[config.mk]
export PLATFORM = sky130hd
export DESIGN_NAME = replacement_selection_run_generator_flat
export DESIGN_NICKNAME = d
export VERILOG_FILES = /design/src/design/rsrg_pkg.sv /design/src/design/rsrg_if.sv /design/src/design/replacement_selection_run_generator.sv /design/src/flat_wrapper.sv
export SDC_FILE = /design/constraint.sdc
export NUM_CORES = 1
export LEC_CHECK = 0
export ABC_AREA = 1
export BUFFER_PORTS_ARGS = -buffer_cell sky130_fd_sc_hd__buf_2
export CAP_MARGIN = 0
export CELL_PAD_IN_SITES_DETAIL_PLACEMENT = 2
export CELL_PAD_IN_SITES_GLOBAL_PLACEMENT = 2
export CORE_ASPECT_RATIO = 1.5
export CORE_MARGIN = 5
export CORE_UTILIZATION = 35
export DETAILED_ROUTE_END_ITERATION = 8
export PLACE_DENSITY_LB_ADDON = 0.2
export SYNTH_ARGS = -nofsm -noshare
export SYNTH_HDL_FRONTEND = slang
export SYNTH_SLANG_ARGS = --single-unit
[constraint.sdc]
create_clock -name clk -period 15.2 [get_ports clk]
set_input_delay 0.76 -clock clk [delete_from_list [all_inputs] [get_ports clk]]
set_output_delay 0.76 -clock clk [all_outputs]
set_load 0.01 [all_outputs]
[src/design/rsrg_pkg.sv]
// Shared constants for the replacement-selection run generator.
// No dependencies; imported by the record and limit channel interfaces, the top level and the bench.
package rsrg_pkg;

	localparam int LIMIT_W = 5;
	localparam logic [LIMIT_W-1:0] LIMIT_RESET = 5'd16;

	localparam int MODE_W = 1;
	localparam logic [MODE_W-1:0] MODE_PUSH  = 1'b0;
	localparam logic [MODE_W-1:0] MODE_DRAIN = 1'b1;

endpackage

[src/design/rsrg_if.sv]
// Valid/ready channel interfaces: record input, result output, limit register write.
// Depends on rsrg_pkg.
interface rsrg_rec_if import rsrg_pkg::*; #(
	parameter int KEY_W     = 32,
	parameter int PAYLOAD_W = 32
) ();
	logic                 valid;
	logic                 ready;
	logic [MODE_W-1:0]    mode;
	logic [KEY_W-1:0]     record_key;
	logic [PAYLOAD_W-1:0] record_payload;

	modport source (output valid, mode, record_key, record_payload, input ready);
	modport sink   (input valid, mode, record_key, record_payload, output ready);
endinterface

interface rsrg_res_if #(
	parameter int KEY_W     = 32,
	parameter int PAYLOAD_W = 32,
	parameter int TAPE_W    = 2
) ();
	logic                 valid;
	logic                 ready;
	logic [KEY_W-1:0]     out_key;
	logic [PAYLOAD_W-1:0] out_payload;
	logic [TAPE_W-1:0]    tape_index;
	logic                 last_of_run;

	modport source (output valid, out_key, out_payload, tape_index, last_of_run,
		input ready);
	modport sink   (input valid, out_key, out_payload, tape_index, last_of_run,
		output ready);
endinterface

interface rsrg_cfg_if import rsrg_pkg::*; ();
	logic               valid;
	logic               ready;
	logic [LIMIT_W-1:0] data;

	modport source (output valid, data, input ready);
	modport sink   (input valid, data, output ready);
endinterface

[src/design/replacement_selection_run_generator.sv]
// Replacement-selection run generator: top level with entry store and scan sequencer.
// Depends on rsrg_pkg and the channel interfaces in rsrg_if.sv.
//
// Usage:
//   records : mode, record_key, record_payload. Push (mode 0) or drain (mode 1).
//   results : out_key, out_payload, tape_index, last_of_run; zero or one per record.
//   cfg     : heap_limit write, always ready; write only while the block is idle.
// A push while fewer than the effective heap_limit (0 read as 1, capped at HEAP_DEPTH)
// entries are held is stored without a scan and gives no result. Any other push,
// or a drain, scans the held entries one per cycle through a single (mark, key,
// payload) comparator reading the entry memory, then emits the smallest entry and
// updates the store. A drain on an empty store gives no result.
// Marks live in the entry memory as a run-parity tag, so closing a run clears
// all of them by flipping the parity bit.
// records.ready is high only while the sequencer is idle. A result sits in an
// output register; the next item may be accepted and scanned while it waits, and
// the sequencer holds at its final step until that register is free.
// Reset empties the store, selects tape 0 and sets heap_limit to 16. No clearing
// pass is needed.
module replacement_selection_run_generator import rsrg_pkg::*; #(
	parameter int HEAP_DEPTH    = 16,
	parameter int TAPE_COUNT    = 4,
	parameter int KEY_WIDTH     = 32,
	parameter int PAYLOAD_WIDTH = 32
) (
	input  logic       clk,
	input  logic       arst_n,
	rsrg_rec_if.sink   records,
	rsrg_res_if.source results,
	rsrg_cfg_if.sink   cfg
);

	localparam int AW      = $clog2(HEAP_DEPTH);
	localparam int CNT_W   = $clog2(HEAP_DEPTH + 1);
	localparam int LW      = (CNT_W > LIMIT_W) ? CNT_W : LIMIT_W;
	localparam int TAPE_W  = (TAPE_COUNT > 1) ? $clog2(TAPE_COUNT) : 1;
	localparam int ENTRY_W = 1 + KEY_WIDTH + PAYLOAD_WIDTH;

	localparam logic [1:0] ST_IDLE = 2'd0;
	localparam logic [1:0] ST_SCAN = 2'd1;
	localparam logic [1:0] ST_DONE = 2'd2;

	logic [1:0]               state_q;
	logic [LIMIT_W-1:0]       limit_q;
	logic [CNT_W-1:0]         count_q;
	logic [CNT_W-1:0]         unmarked_q;
	logic                     parity_q;
	logic [TAPE_W-1:0]        tape_q;

	logic [MODE_W-1:0]        mode_q;
	logic [KEY_WIDTH-1:0]     key_q;
	logic [PAYLOAD_WIDTH-1:0] payload_q;

	logic [ENTRY_W-1:0]       mem [HEAP_DEPTH];
	logic [CNT_W-1:0]         rd_idx_q;
	logic [ENTRY_W-1:0]       rd_data_s1;
	logic                     rd_vld_s1;
	logic [CNT_W-1:0]         rd_idx_s1;

	logic [ENTRY_W-1:0]       best_q;   // {effective mark, key, payload}
	logic [AW-1:0]            best_idx_q;
	logic [ENTRY_W-1:0]       last_q;   // raw entry at count - 1

	logic                     out_valid_q;
	logic [KEY_WIDTH-1:0]     out_key_q;
	logic [PAYLOAD_WIDTH-1:0] out_payload_q;
	logic [TAPE_W-1:0]        out_tape_q;
	logic                     out_last_q;

	logic [LW-1:0]            lim_raw;
	logic [LW-1:0]            lim_eff;
	logic                     in_xfer;
	logic                     do_insert;
	logic                     do_scan;
	logic                     scan_issue;
	logic [ENTRY_W-1:0]       cand;
	logic                     cand_wins;
	logic                     scan_end;
	logic                     done_go;
	logic                     new_mark;
	logic                     best_unm;
	logic [CNT_W-1:0]         count_new;
	logic [CNT_W-1:0]         unmarked_new;
	logic                     run_done;
	logic                     wr_en;
	logic [AW-1:0]            wr_addr;
	logic [ENTRY_W-1:0]       wr_data;
	logic [KEY_WIDTH-1:0]     best_key;
	logic [PAYLOAD_WIDTH-1:0] best_payload;

	always_comb begin
		lim_raw = LW'(limit_q);
		if (lim_raw == '0) begin
			lim_eff = LW'(1);
		end else if (lim_raw > LW'(HEAP_DEPTH)) begin
			lim_eff = LW'(HEAP_DEPTH);
		end else begin
			lim_eff = lim_raw;
		end
	end

	assign records.ready = (state_q == ST_IDLE);
	assign cfg.ready     = 1'b1;
	assign in_xfer       = records.valid && records.ready;
	assign do_insert     = in_xfer && (records.mode == MODE_PUSH)
		&& (LW'(count_q) < lim_eff);
	assign do_scan       = in_xfer && !do_insert && (count_q != '0);

	assign scan_issue = (state_q == ST_SCAN) && (rd_idx_q != count_q);
	assign cand       = {rd_data_s1[ENTRY_W-1] ^ parity_q, rd_data_s1[ENTRY_W-2:0]};
	assign cand_wins  = (rd_idx_s1 == '0) || (cand < best_q);
	assign scan_end   = rd_vld_s1 && (rd_idx_s1 == count_q - CNT_W'(1));

	assign best_key     = best_q[ENTRY_W-2 -: KEY_WIDTH];
	assign best_payload = best_q[PAYLOAD_WIDTH-1:0];
	assign best_unm     = !best_q[ENTRY_W-1];

	assign done_go  = (state_q == ST_DONE) && (!out_valid_q || results.ready);
	assign new_mark = key_q < best_key;

	always_comb begin
		if (mode_q == MODE_PUSH) begin
			count_new    = count_q;
			unmarked_new = unmarked_q - CNT_W'(best_unm) + CNT_W'(!new_mark);
		end else begin
			count_new    = count_q - CNT_W'(1);
			unmarked_new = unmarked_q - CNT_W'(best_unm);
		end
		run_done = (count_new == '0) || (unmarked_new == '0);
	end

	always_comb begin
		wr_en   = 1'b0;
		wr_addr = count_q[AW-1:0];
		wr_data = {parity_q, records.record_key, records.record_payload};
		if (do_insert) begin
			wr_en = 1'b1;
		end else if (done_go) begin
			wr_en   = 1'b1;
			wr_addr = best_idx_q;
			if (mode_q == MODE_PUSH) begin
				wr_data = {parity_q ^ new_mark, key_q, payload_q};
			end else begin
				wr_data = last_q;
			end
		end
	end

	// entry memory: one write port, one registered read port
	always_ff @(posedge clk) begin
		if (wr_en) begin
			mem[wr_addr] <= wr_data;
		end
		rd_data_s1 <= mem[rd_idx_q[AW-1:0]];
	end

	always_ff @(posedge clk) begin
		if (do_scan) begin
			mode_q    <= records.mode;
			key_q     <= records.record_key;
			payload_q <= records.record_payload;
		end
		if (rd_vld_s1 && cand_wins) begin
			best_q     <= cand;
			best_idx_q <= rd_idx_s1[AW-1:0];
		end
		if (scan_end) begin
			last_q <= rd_data_s1;
		end
		if (done_go) begin
			out_key_q     <= best_key;
			out_payload_q <= best_payload;
			out_tape_q    <= tape_q;
			out_last_q    <= run_done;
		end
		rd_idx_s1 <= rd_idx_q;
	end

	always_ff @(posedge clk or negedge arst_n) begin
		if (!arst_n) begin
			state_q     <= ST_IDLE;
			limit_q     <= LIMIT_RESET;
			count_q     <= '0;
			unmarked_q  <= '0;
			parity_q    <= 1'b0;
			tape_q      <= '0;
			rd_idx_q    <= '0;
			rd_vld_s1   <= 1'b0;
			out_valid_q <= 1'b0;
		end else begin
			if (cfg.valid && cfg.ready) begin
				limit_q <= cfg.data;
			end
			rd_vld_s1 <= scan_issue;
			if (done_go) begin
				out_valid_q <= 1'b1;
			end else if (results.ready) begin
				out_valid_q <= 1'b0;
			end
			unique case (state_q)
				ST_IDLE: begin
					if (do_insert) begin
						count_q    <= count_q + CNT_W'(1);
						unmarked_q <= unmarked_q + CNT_W'(1);
					end else if (do_scan) begin
						rd_idx_q <= '0;
						state_q  <= ST_SCAN;
					end
				end
				ST_SCAN: begin
					if (scan_issue) begin
						rd_idx_q <= rd_idx_q + CNT_W'(1);
					end
					if (scan_end) begin
						state_q <= ST_DONE;
					end
				end
				ST_DONE: begin
					if (done_go) begin
						count_q <= count_new;
						if (run_done) begin
							parity_q   <= !parity_q;
							unmarked_q <= count_new;
							if (tape_q == TAPE_W'(TAPE_COUNT - 1)) begin
								tape_q <= '0;
							end else begin
								tape_q <= tape_q + TAPE_W'(1);
							end
						end else begin
							unmarked_q <= unmarked_new;
						end
						state_q <= ST_IDLE;
					end
				end
				default: begin
					state_q <= ST_IDLE;
				end
			endcase
		end
	end

	assign results.valid       = out_valid_q;
	assign results.out_key     = out_key_q;
	assign results.out_payload = out_payload_q;
	assign results.tape_index  = out_tape_q;
	assign results.last_of_run = out_last_q;

	a_count_bound: assert property (@(posedge clk) disable iff (!arst_n)
		count_q <= CNT_W'(HEAP_DEPTH))
		else $error("entry count beyond store depth");

	a_unmarked_bound: assert property (@(posedge clk) disable iff (!arst_n)
		unmarked_q <= count_q)
		else $error("unmarked count exceeds entry count");

	a_scan_range: assert property (@(posedge clk) disable iff (!arst_n)
		(state_q == ST_SCAN) |-> (rd_idx_q <= count_q) && (count_q != '0))
		else $error("scan index out of range");

	a_result_source: assert property (@(posedge clk) disable iff (!arst_n)
		$rose(out_valid_q) |-> ($past(state_q) == ST_DONE))
		else $error("result loaded outside final step");

	a_count_step: assert property (@(posedge clk) disable iff (!arst_n)
		(state_q == ST_SCAN) |=> ($stable(count_q) && $stable(parity_q)))
		else $error("store state changed during scan");

endmodule

[src/flat_wrapper.sv]
// flat-port wrapper written by rule: the top's interface ports become plain ports
module replacement_selection_run_generator_flat import rsrg_pkg::*;
#(
	parameter int HEAP_DEPTH    = 16,
	parameter int TAPE_COUNT    = 4,
	parameter int KEY_WIDTH     = 32,
	parameter int PAYLOAD_WIDTH = 32
)
  (clk, arst_n, records_valid, records_mode, records_record_key, records_record_payload, records_ready, results_valid, results_out_key, results_out_payload, results_tape_index, results_last_of_run, results_ready, cfg_valid, cfg_data, cfg_ready);
  rsrg_rec_if records_i ();
  rsrg_res_if results_i ();
  rsrg_cfg_if cfg_i ();
  input  logic clk;
  input  logic arst_n;
  input wire logic [$bits(records_i.valid)-1:0] records_valid;
  input wire logic [$bits(records_i.mode)-1:0] records_mode;
  input wire logic [$bits(records_i.record_key)-1:0] records_record_key;
  input wire logic [$bits(records_i.record_payload)-1:0] records_record_payload;
  output wire logic [$bits(records_i.ready)-1:0] records_ready;
  output wire logic [$bits(results_i.valid)-1:0] results_valid;
  output wire logic [$bits(results_i.out_key)-1:0] results_out_key;
  output wire logic [$bits(results_i.out_payload)-1:0] results_out_payload;
  output wire logic [$bits(results_i.tape_index)-1:0] results_tape_index;
  output wire logic [$bits(results_i.last_of_run)-1:0] results_last_of_run;
  input wire logic [$bits(results_i.ready)-1:0] results_ready;
  input wire logic [$bits(cfg_i.valid)-1:0] cfg_valid;
  input wire logic [$bits(cfg_i.data)-1:0] cfg_data;
  output wire logic [$bits(cfg_i.ready)-1:0] cfg_ready;
  assign records_i.valid = records_valid;
  assign records_i.mode = records_mode;
  assign records_i.record_key = records_record_key;
  assign records_i.record_payload = records_record_payload;
  assign records_ready = records_i.ready;
  assign results_valid = results_i.valid;
  assign results_out_key = results_i.out_key;
  assign results_out_payload = results_i.out_payload;
  assign results_tape_index = results_i.tape_index;
  assign results_last_of_run = results_i.last_of_run;
  assign results_i.ready = results_ready;
  assign cfg_i.valid = cfg_valid;
  assign cfg_i.data = cfg_data;
  assign cfg_ready = cfg_i.ready;
  replacement_selection_run_generator #(.HEAP_DEPTH(HEAP_DEPTH), .TAPE_COUNT(TAPE_COUNT), .KEY_WIDTH(KEY_WIDTH), .PAYLOAD_WIDTH(PAYLOAD_WIDTH)) u_core (.clk(clk), .arst_n(arst_n), .records(records_i), .results(results_i), .cfg(cfg_i));
endmodule
* Word level (Yosys, flattened, before mapping)
Memories as Yosys holds them, arrays and structs flattened. A register that Yosys moved wholly into a read port is not among the register bits. Cells that the tools add are included.
Storage, ports and cells: flip-flop bits (word level) 298, bits in writable memories 1040, bits of input ports 75, output and inout port bits 70, logic and storage cells 108, memories kept 1
Memories:
- u_core.mem | words 16, bits a word 65, rd ports 1, clocked after Yosys merged registers in 1, wr ports 1, RTL line replacement_selection_run_generator.sv:54 | logic [ENTRY_W-1:0] mem [HEAP_DEPTH];
Operators by class: $add $sub $neg 7, $lt $le $gt $ge 4, equal/unequal tests 11, multiplexer cells 32, bitwise operators 3, reduce and logical (&&, ||, !) cells 30
Operators by type and width (count):
- 2-to-1 mux 65 bit | 3
- less-than comparator 65 bit | 1
- 2-to-1 mux 5 bit | 12
- less-than comparator 32 bit | 1
- case mux 5 bit (2 select lines) | 3
- logical NOT 5 bit | 4
- adder 5 x 1 -> 5 bit (second input constant) | 3
- 2-to-1 mux 2 bit | 5
- logical AND 1 bit | 9
- 2-to-1 mux 4 bit | 2
- AND reduction 4 bit | 2
- 2-to-1 mux 1 bit | 6
- inequality test 2 x 1 -> 1 bit (second input constant) | 3
- inequality test 2 bit (second input constant) | 3
- case mux 2 bit (3 select lines) | 1
- AND reduction 3 bit | 2
- nonzero test 2 bit | 3
- adder 5 x 1 -> 5 bit | 1
- equality test 5 bit | 1
- > comparator 5 bit (second input constant) | 1
- logical NOT 1 bit | 5
- less-than comparator 5 bit | 1
- inequality test 5 bit | 1
- nonzero test 5 bit | 1
- other kinds (9) | 13

* Depth between registers and ports, before layout
Gate-level depths: netlist of the first run.
depth in word-level cells 11, mapped depth 26, depth with buffers taken out 26

* Least setup slack after synthesis of the first run
Ideal clock, no wire load.
kind register to register, start point reg u_core.parity_q, end point reg u_core.best_idx_q[0] (enable), setup time 0.519 ns, arrival 4.702 ns, data required time 14.681 ns, setup slack 9.979 ns, cell stages (with the launch flop) 12, path buffers 0, clock period less this slack 5.221 ns, cell sequence dfrtp_1 xor2_1 ha_1 nand2_1 inv_1 nand4_1 inv_1 nand2_1 nand2_1 a21oi_1 nand2_1 a21oi_1
On the way: cells in the longest elaborated chain, start to end 4
RTL lines:
- from (decl) | RTL line replacement_selection_run_generator.sv:47 | logic parity_q;
- from (signal assigned) | RTL line replacement_selection_run_generator.sv:222 | parity_q <= !parity_q;
- bitwise XOR 1 bit | RTL line replacement_selection_run_generator.sv:110 | assign cand = {rd_data_s1[ENTRY_W-1] ^ parity_q, rd_data_s1[ENTRY_W-2:0]};
- via u_core.cand[64] | RTL line replacement_selection_run_generator.sv:76 | logic [ENTRY_W-1:0] cand;
- less-than comparator 65 bit | RTL line replacement_selection_run_generator.sv:111 | assign cand_wins = (rd_idx_s1 == '0) || (cand < best_q);
- logical OR 1 bit | RTL line replacement_selection_run_generator.sv:111
- logical AND 1 bit | RTL line replacement_selection_run_generator.sv:163 | if (rd_vld_s1 && cand_wins) begin
- to (signal assigned) | RTL line replacement_selection_run_generator.sv:165 | best_idx_q <= rd_idx_s1[AW-1:0];
- to (decl) | RTL line replacement_selection_run_generator.sv:61 | logic [AW-1:0] best_idx_q;
The timed path passes the listed nets, and every way through them passes these cells. A chain may end at the register's enable or synchronous reset.

* Worst setup path in the final report of the first run
start point reg u_core.state_q[1], end point mem u_core.mem[7][34] in the netlist's numbering (enable)
On the way: cells in the longest elaborated chain, start to end 7, elaborated cells between the ends (all ways) 12
RTL lines:
- from (decl) | RTL line replacement_selection_run_generator.sv:43 | logic [1:0] state_q;
- from (signal assigned) | RTL line replacement_selection_run_generator.sv:181 | state_q <= ST_IDLE;
- from (signal assigned) | RTL line replacement_selection_run_generator.sv:207 | state_q <= ST_SCAN;
- from (signal assigned) | RTL line replacement_selection_run_generator.sv:215 | state_q <= ST_DONE;
- logical NOT 2 bit | RTL line replacement_selection_run_generator.sv:102 | assign records.ready = (state_q == ST_IDLE);
- logical AND 1 bit | RTL line replacement_selection_run_generator.sv:104 | assign in_xfer = records.valid && records.ready;
- logical AND 1 bit | RTL line replacement_selection_run_generator.sv:105 | assign do_insert = in_xfer && (records.mode == MODE_PUSH)
- logical AND 1 bit | RTL line replacement_selection_run_generator.sv:106 | && (LW'(count_q) < lim_eff);
- 2-to-1 mux 1 bit | RTL line replacement_selection_run_generator.sv:136 | if (do_insert) begin
- 2-to-1 mux 1 bit | RTL line replacement_selection_run_generator.sv:151 | if (wr_en) begin
- 2-to-1 mux 1 bit (implied by the code) | RTL line replacement_selection_run_generator.sv:152 | mem[wr_addr] <= wr_data;
- to (decl) | RTL line replacement_selection_run_generator.sv:54
Several ways; a longest one is shown, not always the timed one.

==> flow_summary.json, run 1 <==
{
  "status": "completed",
  "area_growth_pct": 14.2,
  "synth_cells": 4052,
  "grt-busiest-layer": "met2",
  "synth.area.mux_share_pct": 1.95,
  "slew_headroom_pct": 8.49,
  "clock-root-buffer": "clkbuf_16",
  "vias_per_cell": 5.35,
  "setup_tns_ps": 0,
  "cts_made_buffers": 145,
  "p_seq_share_pct": 42.4,
  "met3_usage_pct": 2.96,
  "p_comb_share_pct": 28.0,
  "fin_crit_sh_pct": 37.0,
  "met2_usage_pct": 35.5,
  "cts_sinks": 1403,
  "die_x_um": 335,
  "path_delay_family": "simple AND/OR/NAND/NOR gates",
  "crit_type": "reg -> reg",
  "r2r_setup_slack_ps": 9570,
  "design_area_sq_um": 63300,
  "cts_tree": "done",
  "cts.repair_timing.setup_buffer_count": 0,
  "cpMostUsedCell": "inv_2",
  "first_iter_violations": 2030,
  "yosys.area_share.xor_xnor_pct": 0.205,
  "netlist_area_sq_um": 55500,
  "powerDensity_nw_per_um2": 190,
  "core-area_sq_um": 158000,
  "async_flop_share_pct": 1.92,
  "hpwl_mm": 92.8,
  "io_buffers": 143,
  "place.gp.congestion": 0.710,
  "pin_count": 145,
  "fin_skew_ps": 25.8,
  "fin_nets": 4362,
  "cp-startpoint": "u_core.state_q[1]",
  "path_cells": "inv_2 > nor2_2 > inv_2 > nor2_4 > buf_12 > inv_2 > nand2_1 > nand3_1 > nor2_4 > buf_4",
  "synth_top_family_by_area": "simple AND/OR/NAND/NOR gates",
  "critPathBufInv": 5,
  "overflow": 0,
  "power_frac_clock_pct": 29.6,
  "firstDrtPassIters": 5,
  "rr_worst_depth": 10,
  "postSynthAreaPerCell_sq_um": 13.7,
  "dieArea_sq_um": 167000,
  "die_h_um": 498,
  "layout_common_cells": "edfxtp_1 (1306), nor2_1 (682), nand2_1 (438)",
  "cts_resized": 0,
  "final_common_cell": "edfxtp_1",
  "synth_seq_cells": 1403,
  "synthFlopType": "edfxtp_1",
  "row_count": 179,
  "start_util_pct": 35.1,
  "synth_area_leaders": "edfxtp_1 (71%), nor2_1 (4.7%), nand2_1 (3.0%)",
  "post_drt_wl_per_cell_um": 26.3,
  "grt_pass1_vias": 38100,
  "ctsHoldBuffers": 0,
  "fmax_mhz": 178,
  "crit_path_top_delay_cell": "buf_4",
  "slew_violations": 0,
  "rsz0062_at_grt": "false",
  "maxCapViolCount": 0,
  "grt_max_degree": 227,
  "cts.htree.levels": 4,
  "grt.met1_usage_pct": 24.7,
  "clkTransAtPathRegs_ps": 70,
  "drt.antenna.violating_nets": 0,
  "yosysSeqAreaShare_pct": 74.4,
  "required_ps": 15580,
  "p_sw_w": 0.00423,
  "yosysWarnings": 0,
  "start_kind": "flop",
  "synth_compound_area_share_pct": 8.60,
  "hold_viol": 0,
  "end_kind": "flop",
  "p_int_w": 0.00779,
  "vias": 34100,
  "endpoint": "u_core.mem[7][34]",
  "clk_path_buf_depth": 3,
  "r2r_end": "u_core.mem[7][34]",
  "synth-edff-count": 1306,
  "tightest_slew_ps": 1370,
  "finalSetupViolations": 0,
  "dpl_cell_area_sq_um": 58600,
  "antenna_found_initial": 5,
  "rr_startpoint": "u_core.state_q[1]",
  "cp.depth": 10,
  "drcViolationCount": 0,
  "worstPathMaxFanout": 115,
  "grt_usage_pct": 19.8,
  "cp_data_arrival_time_ps": 6010,
  "insertion_delay_ps": 780,
  "swShare_pct": 35.2,
  "synthSimpleGateAreaFrac_pct": 9.55,
  "syn_nets": 4236,
  "power_leakage_nw": 21.6,
  "grt_first_pass_wirelength_mm": 249,
  "ir_worst_vdd_uv": 153,
  "drive_above_1_share_pct": 11.8,
  "slowest_delay_ps": 970,
  "hp-class": "in -> async",
  "yosysTopAreaCell": "edfxtp_1",
  "synthDistinctLibCells": 45,
  "synth_top_area_share_pct": 70.7,
  "drt_wl_total_mm": 168,
  "period_needed_ps": 5630,
  "synth-adder-area-share_pct": 2.46
}
[per-stage QoR]
stage          total power [W]  setup WS (ps)  hold WS, ps  utilization, %  cells
2_1_floorplan          0.00729           9980          342               -   4052
3_3_place_gp           0.00848           9640          429            37.0   6111
3_5_place_dp           0.00860           9480          436            37.0   6112
4_1_cts                 0.0122           9420         5.14            40.0   6377
5_1_grt                 0.0127           9170         72.0            40.1   6378
6_report                0.0120           9570         59.7            40.1   6379
[how the worst min path moves through the flow]
| stage | endpoint | slack [ps] | from | cells past startpoint |
|---|---|---|---|---|
| 3_3_place_gp | u_core.results.out_key[28] | 430 | u_core.best_q[60] | 0 |
| 2_1_floorplan | u_core.rd_idx_s1[2] | 340 | u_core.rd_idx_q[2] | 0 |
| 5_1_grt | u_core.unmarked_q[3] | 70 | arst_n | 1 |
| 6_report | u_core.unmarked_q[3] | 60 | arst_n | 1 |
| 4_1_cts | u_core.unmarked_q[3] | 5 | arst_n | 1 |
| 3_5_place_dp | u_core.results.out_key[16] | 440 | u_core.best_q[48] | 0 |
[power by group through the flow]
stage | Combinational [W] | Clock (W) | Sequential, W
2_1_floorplan | 0.00227 | 0 | 0.00502
3_3_place_gp | 0.00331 | 0 | 0.00517
3_5_place_dp | 0.00342 | 0 | 0.00518
4_1_cts | 0.00346 | 0.00366 | 0.00511
5_1_grt | 0.00376 | 0.00382 | 0.00514
6_report | 0.00337 | 0.00356 | 0.00509
[synth_stat cells, drive strengths merged (2+ instances only)]
master and count:
a21oi 60, nor3 6, nor3b 2, dfrtp 26
nand4 16, clkbuf 127, buf 108, a21boi 2
xor2 10, nand2 443, mux2 2, o211ai 26
inv 134, mux2i 106, nor2 703, xnor2 3
o21ai 301, edfxtp 1306, dfxtp 70, a31oi 67
ha 109, o221ai 106, nand3 150, o21a 4
or2 5, o32ai 154
[flip-flops by register name, summed over array words and instances, names as in the netlist]
register,flops
u_core.results.out_payload,32
u_core.results.last_of_run,1
u_core.mem,1040
u_core.unmarked_q,5
u_core.last_q,65
u_core.count_q,5
u_core.payload_q,32
u_core.best_idx_q,4
u_core.rd_idx_q,5
u_core.results.valid,1
u_core.key_q,32
u_core.tape_q,2
u_core.state_q,2
u_core.lim_raw,5
u_core.rd_data_s1,65
u_core.rd_idx_s1,5
u_core.results.tape_index,2
u_core.results.out_key,32
u_core.parity_q,1
u_core.best_q,65
u_core.mode_q,1
u_core.rd_vld_s1,1
[cell type report]
cell class                      instances  area, sq um
Sequential cell                      1403        41300
Clock inverter                         68          647
Timing Repair Buffer                  214         1320
Inverter                              134          517
Fill cell                           15900        94800
Clock buffer                          197         4030
Multi-Input combinational cell       2280        12900
Tap cell                             2081         2600
Antenna cell                            2         5.00
[cells by family after synthesis]
kind of cell | after synthesis
flip-flops | 1403
AND/OR/NAND/NOR | 1327
AO/OA/AOI/OAI | 722
buffers and inverters | 369
adder cells (fa/ha/maj) | 109
multiplexers | 108
XOR/XNOR | 13
other | 1
[per-layer routing]
| metal | part of all wire [%] | vias up |
|---|---|---|
| met3 | 3.2 | 230 |
| li1 | - | 15300 |
| met1 | 42 | 18000 |
| met2 | 52 | 532 |
| met5 | 0.016 | - |
| met4 | 2.8 | 4 |
No activity file was read; power rests on OpenSTA's default activity.
==> run 2, diff against run 1 <==
==> constraint.sdc (replaced) <==
create_clock -name clk -period 5.3 [get_ports clk]
set_input_delay 0.265 -clock clk [delete_from_list [all_inputs] [get_ports clk]]
set_output_delay 0.265 -clock clk [all_outputs]
set_load 0.01 [all_outputs]
==> flow_summary.json, run 2 (synthesis results as in run 1) <==
{
  "status": "completed",
  "slew_violations": 0,
  "fin_nets": 4467,
  "hp-class": "in -> async",
  "overflow": 0,
  "largest_reg_flops": 1040,
  "cp_data_arrival_time_ps": 4220,
  "crit_type": "reg -> reg",
  "grt_first_pass_wirelength_mm": 245,
  "finalSetupViolations": 0,
  "grt_pass1_vias": 38200,
  "power_leakage_nw": 22.2,
  "vias": 34500,
  "layout_common_cells": "edfxtp_1 (1306), nor2_1 (682), nand2_1 (438)",
  "setup_tns_ps": 0,
  "final_core_util_pct": 40.9,
  "powerDensity_nw_per_um2": 537,
  "cts.htree.levels": 4,
  "antenna_found_initial": 2,
  "grt_usage_pct": 19.3,
  "start_kind": "flop",
  "firstDrtPassIters": 8,
  "hpwl_mm": 89.0,
  "slew_headroom_pct": 10.9,
  "row_count": 179,
  "drt.antenna.violating_nets": 0,
  "fmax_mhz": 261,
  "cts_resized": 0,
  "cts_made_buffers": 146,
  "grt_max_degree": 174,
  "drt_wl_total_mm": 164,
  "hold_viol": 0,
  "fin_cells": 6486,
  "place.gp.congestion": 0.715,
  "end_kind": "flop",
  "dieArea_sq_um": 167000,
  "tightest_slew_ps": 1330,
  "die_h_um": 498,
  "whs_ps": 79.4,
  "r2r_setup_slack_ps": 1470,
  "die_x_um": 335,
  "core-area_sq_um": 158000,
  "drive_above_1_share_pct": 11.9,
  "setup_ws_ps": 1470,
  "final_common_cell": "edfxtp_1",
  "cts_tree": "done",
  "maxCapViolCount": 0,
  "drcViolationCount": 0,
  "place_ws_ps": 1290,
  "insertion_delay_ps": 790,
  "period_needed_ps": 3830,
  "clk_path_buf_depth": 3,
  "regMostFlops": "u_core.mem",
  "required_ps": 5690,
  "post_drt_wl_per_cell_um": 25.3,
  "worstPathMaxFanout": 32,
  "ir_worst_vdd_uv": 390,
  "vias_per_cell": 5.33,
  "rsz0062_at_grt": "false",
  "first_iter_violations": 2098,
  "clock-root-buffer": "clkbuf_16",
  "cts_sinks": 1403,
  "cts.repair_timing.setup_buffer_count": 0,
  "fin_crit_sh_pct": 72.4,
  "pin_count": 145,
  "ctsHoldBuffers": 81,
  "clkTransAtPathRegs_ps": 60,
  "area_growth_pct": 16.7,
  "post-place-cells": 6134,
  "io_buffers": 143,
  "start_util_pct": 35.1,
  "fin_skew_ps": 36.7
}
==> run 2: changes by cell type in the layout (fill, tap and decap cells not counted), sizes merged, moves of 2 or more <==
cell,change
dlygate4sd3,+81
buf,+23
clkbuf,+12
inv,-7
bufinv,+2
clkinv,-2
==> run 2: cell type report <==
class / instances / area, sq um
multi-input combinational: 2280 / 12900
clock buffer: 209 / 4180
timing repair buffer: 318 / 2620
tap: 2081 / 2600
fill: 15700 / 93400
antenna: 1 / 2.50
clock inverter: 60 / 658
sequential: 1403 / 41300
inverter: 134 / 517
==> run 2: final timing paths <==
kind                                        start                        end  depth (start not counted)
min in group clk           records_record_key[10]           u_core.key_q[10]                          2
min                                        arst_n            u_core.parity_q                          2
max in group asynchronous                  arst_n         u_core.rd_idx_q[2]                          2
max                             u_core.best_q[32]          u_core.best_q[34]                         12
min reg2reg                     u_core.best_q[34]  u_core.results.out_key[2]                          0
max reg2reg                     u_core.best_q[32]          u_core.best_q[34]                         12
==> run 2: stage by stage <==
step	cell area (sq um)	power [W]
floorplan	55500	0.0208
global placement	59000	0.0244
detailed placement	59000	0.0247
CTS	64700	0.0354
global route	64700	0.0368
finish	64700	0.0348
==> run 2: where the power goes <==
part	total, W	switching [W]	internal (W)
logic	0.00970	0.00673	0.00297
registers	0.0146	0.000925	0.0137
clock network	0.0104	0.00441	0.00601
==> run 2: worst max-delay path, cell delays in order (launching register included) <==
cell      delay (ps)
edfxtp_1         410
inv_1             80
ha_1             240
a21oi_1          180
o21a_1           180
nand2_1          120
a21oi_1          390
nand3_1          290
nand2_1          160
nand2_1          140
a21oi_4          200
buf_4            410
buf_4            540
==> run 2: per-layer routing <==
metal  up-vias  global-route usage (%)  share of wire, %
met3       225                    2.71               3.1
met2       525                    35.0                52
met5         -                       0                 0
met1     18300                    24.2                42
met4         0                    5.29               2.5
li1      15500                       -                 -
==> run 3, diff against run 2 <==
==> constraint.sdc (replaced) <==
create_clock -name clk -period 3.4 [get_ports clk]
set_input_delay 0.17 -clock clk [delete_from_list [all_inputs] [get_ports clk]]
set_output_delay 0.17 -clock clk [all_outputs]
set_load 0.01 [all_outputs]
==> flow_summary.json, run 3 (synthesis results as in run 1) <==
{
  "slew_headroom_pct": 6.10,
  "grt_first_pass_wirelength_mm": 254,
  "final_common_cell": "edfxtp_1",
  "r2r_end": "u_core.parity_q",
  "path_cells": "inv_1 > ha_4 > nand2_2 > nor2_1 > nor3_2 > nand2_2 > nand2_2 > nand2_4 > buf_12 > nand2_4 > nand2_8 > ha_4 > ha_1 > o21ai_2 > inv_1 > nor2_2 > nand2_1 > a21oi_2 > nand2_2 > nand2_4 > nand2_4 > xor2_1",
  "fin_crit_sh_pct": 93.4,
  "rr_startpoint": "u_core.best_q[39]",
  "vias_per_cell": 5.34,
  "regMostFlops": "u_core.mem",
  "post-place-cells": 6250,
  "start_util_pct": 35.1,
  "multi_input_area_sq_um": 12900,
  "required_ps": 4070,
  "clk_path_buf_depth": 3,
  "worstHoldEndpoint": "u_core.key_q[31]",
  "hold_depth": 2,
  "fill_cells": 15600,
  "hpwl_mm": 98.9,
  "cts_made_buffers": 143,
  "io_buffers": 143,
  "power_leakage_nw": 23.1,
  "drcViolationCount": 0,
  "cp_data_arrival_time_ps": 3850,
  "ir_worst_vdd_uv": 634,
  "setup_tns_ps": 0,
  "dieArea_sq_um": 167000,
  "die_h_um": 498,
  "setup_ws_ps": 224,
  "grt_pass1_vias": 39600,
  "drt.antenna.violating_nets": 0,
  "cts.htree.levels": 4,
  "fmax_mhz": 315,
  "clkTransAtPathRegs_ps": 70,
  "cts_tree": "done",
  "finalSetupViolations": 0,
  "hold_path_startpoint": "records_record_key[31]",
  "pin_count": 145,
  "tightest_slew_ps": 1400,
  "drt_wl_total_mm": 171,
  "fin_nets": 4586,
  "maxCapViolCount": 0,
  "cts_sinks": 1403,
  "fin_cells": 6607,
  "first_iter_violations": 2231,
  "firstDrtPassIters": 4,
  "start_kind": "flop",
  "end_kind": "flop",
  "core-area_sq_um": 158000,
  "largest_reg_flops": 1040,
  "grt_max_degree": 148,
  "period_needed_ps": 3180,
  "grt-busiest-layer": "met2",
  "crit_path_top_delay_cell": "edfxtp_1",
  "met2_usage_pct": 37.5,
  "r2r_setup_slack_ps": 220,
  "met3_usage_pct": 2.44,
  "powerDensity_nw_per_um2": 847,
  "insertion_delay_ps": 790,
  "drive_above_1_share_pct": 14.5,
  "rr_worst_depth": 22,
  "place.gp.congestion": 0.713,
  "clock-root-buffer": "clkbuf_16",
  "die_x_um": 335,
  "area_growth_pct": 19.8,
  "overflow": 0,
  "post_drt_wl_per_cell_um": 25.9,
  "regArea_sq_um": 41300,
  "slowest_delay_ps": 400,
  "status": "completed",
  "antenna_found_initial": 3,
  "grt.met1_usage_pct": 24.2,
  "slew_violations": 0,
  "hp-class": "in -> reg",
  "fin_skew_ps": 35.7,
  "row_count": 179,
  "worstPathMaxFanout": 6,
  "grt_usage_pct": 20.2,
  "crit_type": "reg -> reg",
  "vias": 35300,
  "place_ws_ps": -234,
  "hold_viol": 0,
  "layout_common_cells": "edfxtp_1 (1306), nor2_1 (681), nand2_1 (432)"
}
==> run 3: changes by cell type in the layout (fill, tap and decap cells not counted), moves of 6 or more <==
cell	before	now
a21oi_1	58	51
clkinv_2	24	17
a21oi_2	1	7
buf_4	63	135
nand2_1	438	432
clkbuf_1	40	33
buf_12	31	80
a31oi_2	14	4
clkinv_1	11	18
a31oi_1	53	63
==> run 3: worst max path at each step <==
stage / from / to / slack, ps / depth (start not counted)
after CTS: u_core.best_q[37] / u_core.tape_q[1] / 4 / 23
final: u_core.best_q[39] / u_core.parity_q / 220 / 22
after detailed placement: u_core.best_q[37] / u_core.parity_q / -230 / 22
after floorplan: u_core.lim_raw[4] / u_core.mem[0][0] / -570 / 11
after global routing: u_core.best_q[37] / u_core.tape_q[1] / -0.2 / 23
after global placement: u_core.best_q[37] / u_core.parity_q / -140 / 22
==> run 3: final cells by class <==
class,instances,share of cell area (%)
timing repair buffer,440,6.25
antenna,2,0.00753
tap,2081,3.92
clock buffer,203,6.22
multi-input combinational,2280,19.5
clock inverter,64,1.19
inverter,134,0.776
sequential,1403,62.2
==> run 3: timing repair <==
action	in CTS	in global routing
gates cloned	0	0
gates resized for setup	6	26
hold buffers	83	0
buffers inserted	0	3
endpoints found under the hold margin	463	0
pin swaps	3	9
setup endpoints to repair	9	9
==> run 3: stage by stage <==
step | total power (W) | utilization [%] | instance area [sq um] | hold WS (ps)
2_1_floorplan | 0.0325 | - | 55500 | -126
3_3_place_gp | 0.0393 | 38.2 | 60500 | 273
3_5_place_dp | 0.0399 | 38.2 | 60500 | 272
4_1_cts | 0.0569 | 41.9 | 66300 | 43.0
5_1_grt | 0.0593 | 42.0 | 66400 | 84.2
6_report | 0.0562 | 42.0 | 66400 | 122
==> run 3: routing by layer <==
layer / wire length [um] / part of all wire [%]
met5: 0 / 0
met4: 5060 / 3.0
met3: 5470 / 3.2
met2: 91600 / 54
met1: 69100 / 40
==> run 3: where the power goes <==
part           internal, W  switching (W)
logic              0.00567         0.0114
clock network      0.00966        0.00693
registers           0.0214        0.00124
total               0.0367         0.0195
==> run 3: worst max-delay path: cells and delay by family (launching register included) <==
family | cells | cell delay, ps
flops | 1 | 400
compound gates | 2 | 290
simple gates | 13 | 1190
fa+ha+maj | 3 | 670
buf+inv | 3 | 350
xor+xnor | 1 | 150
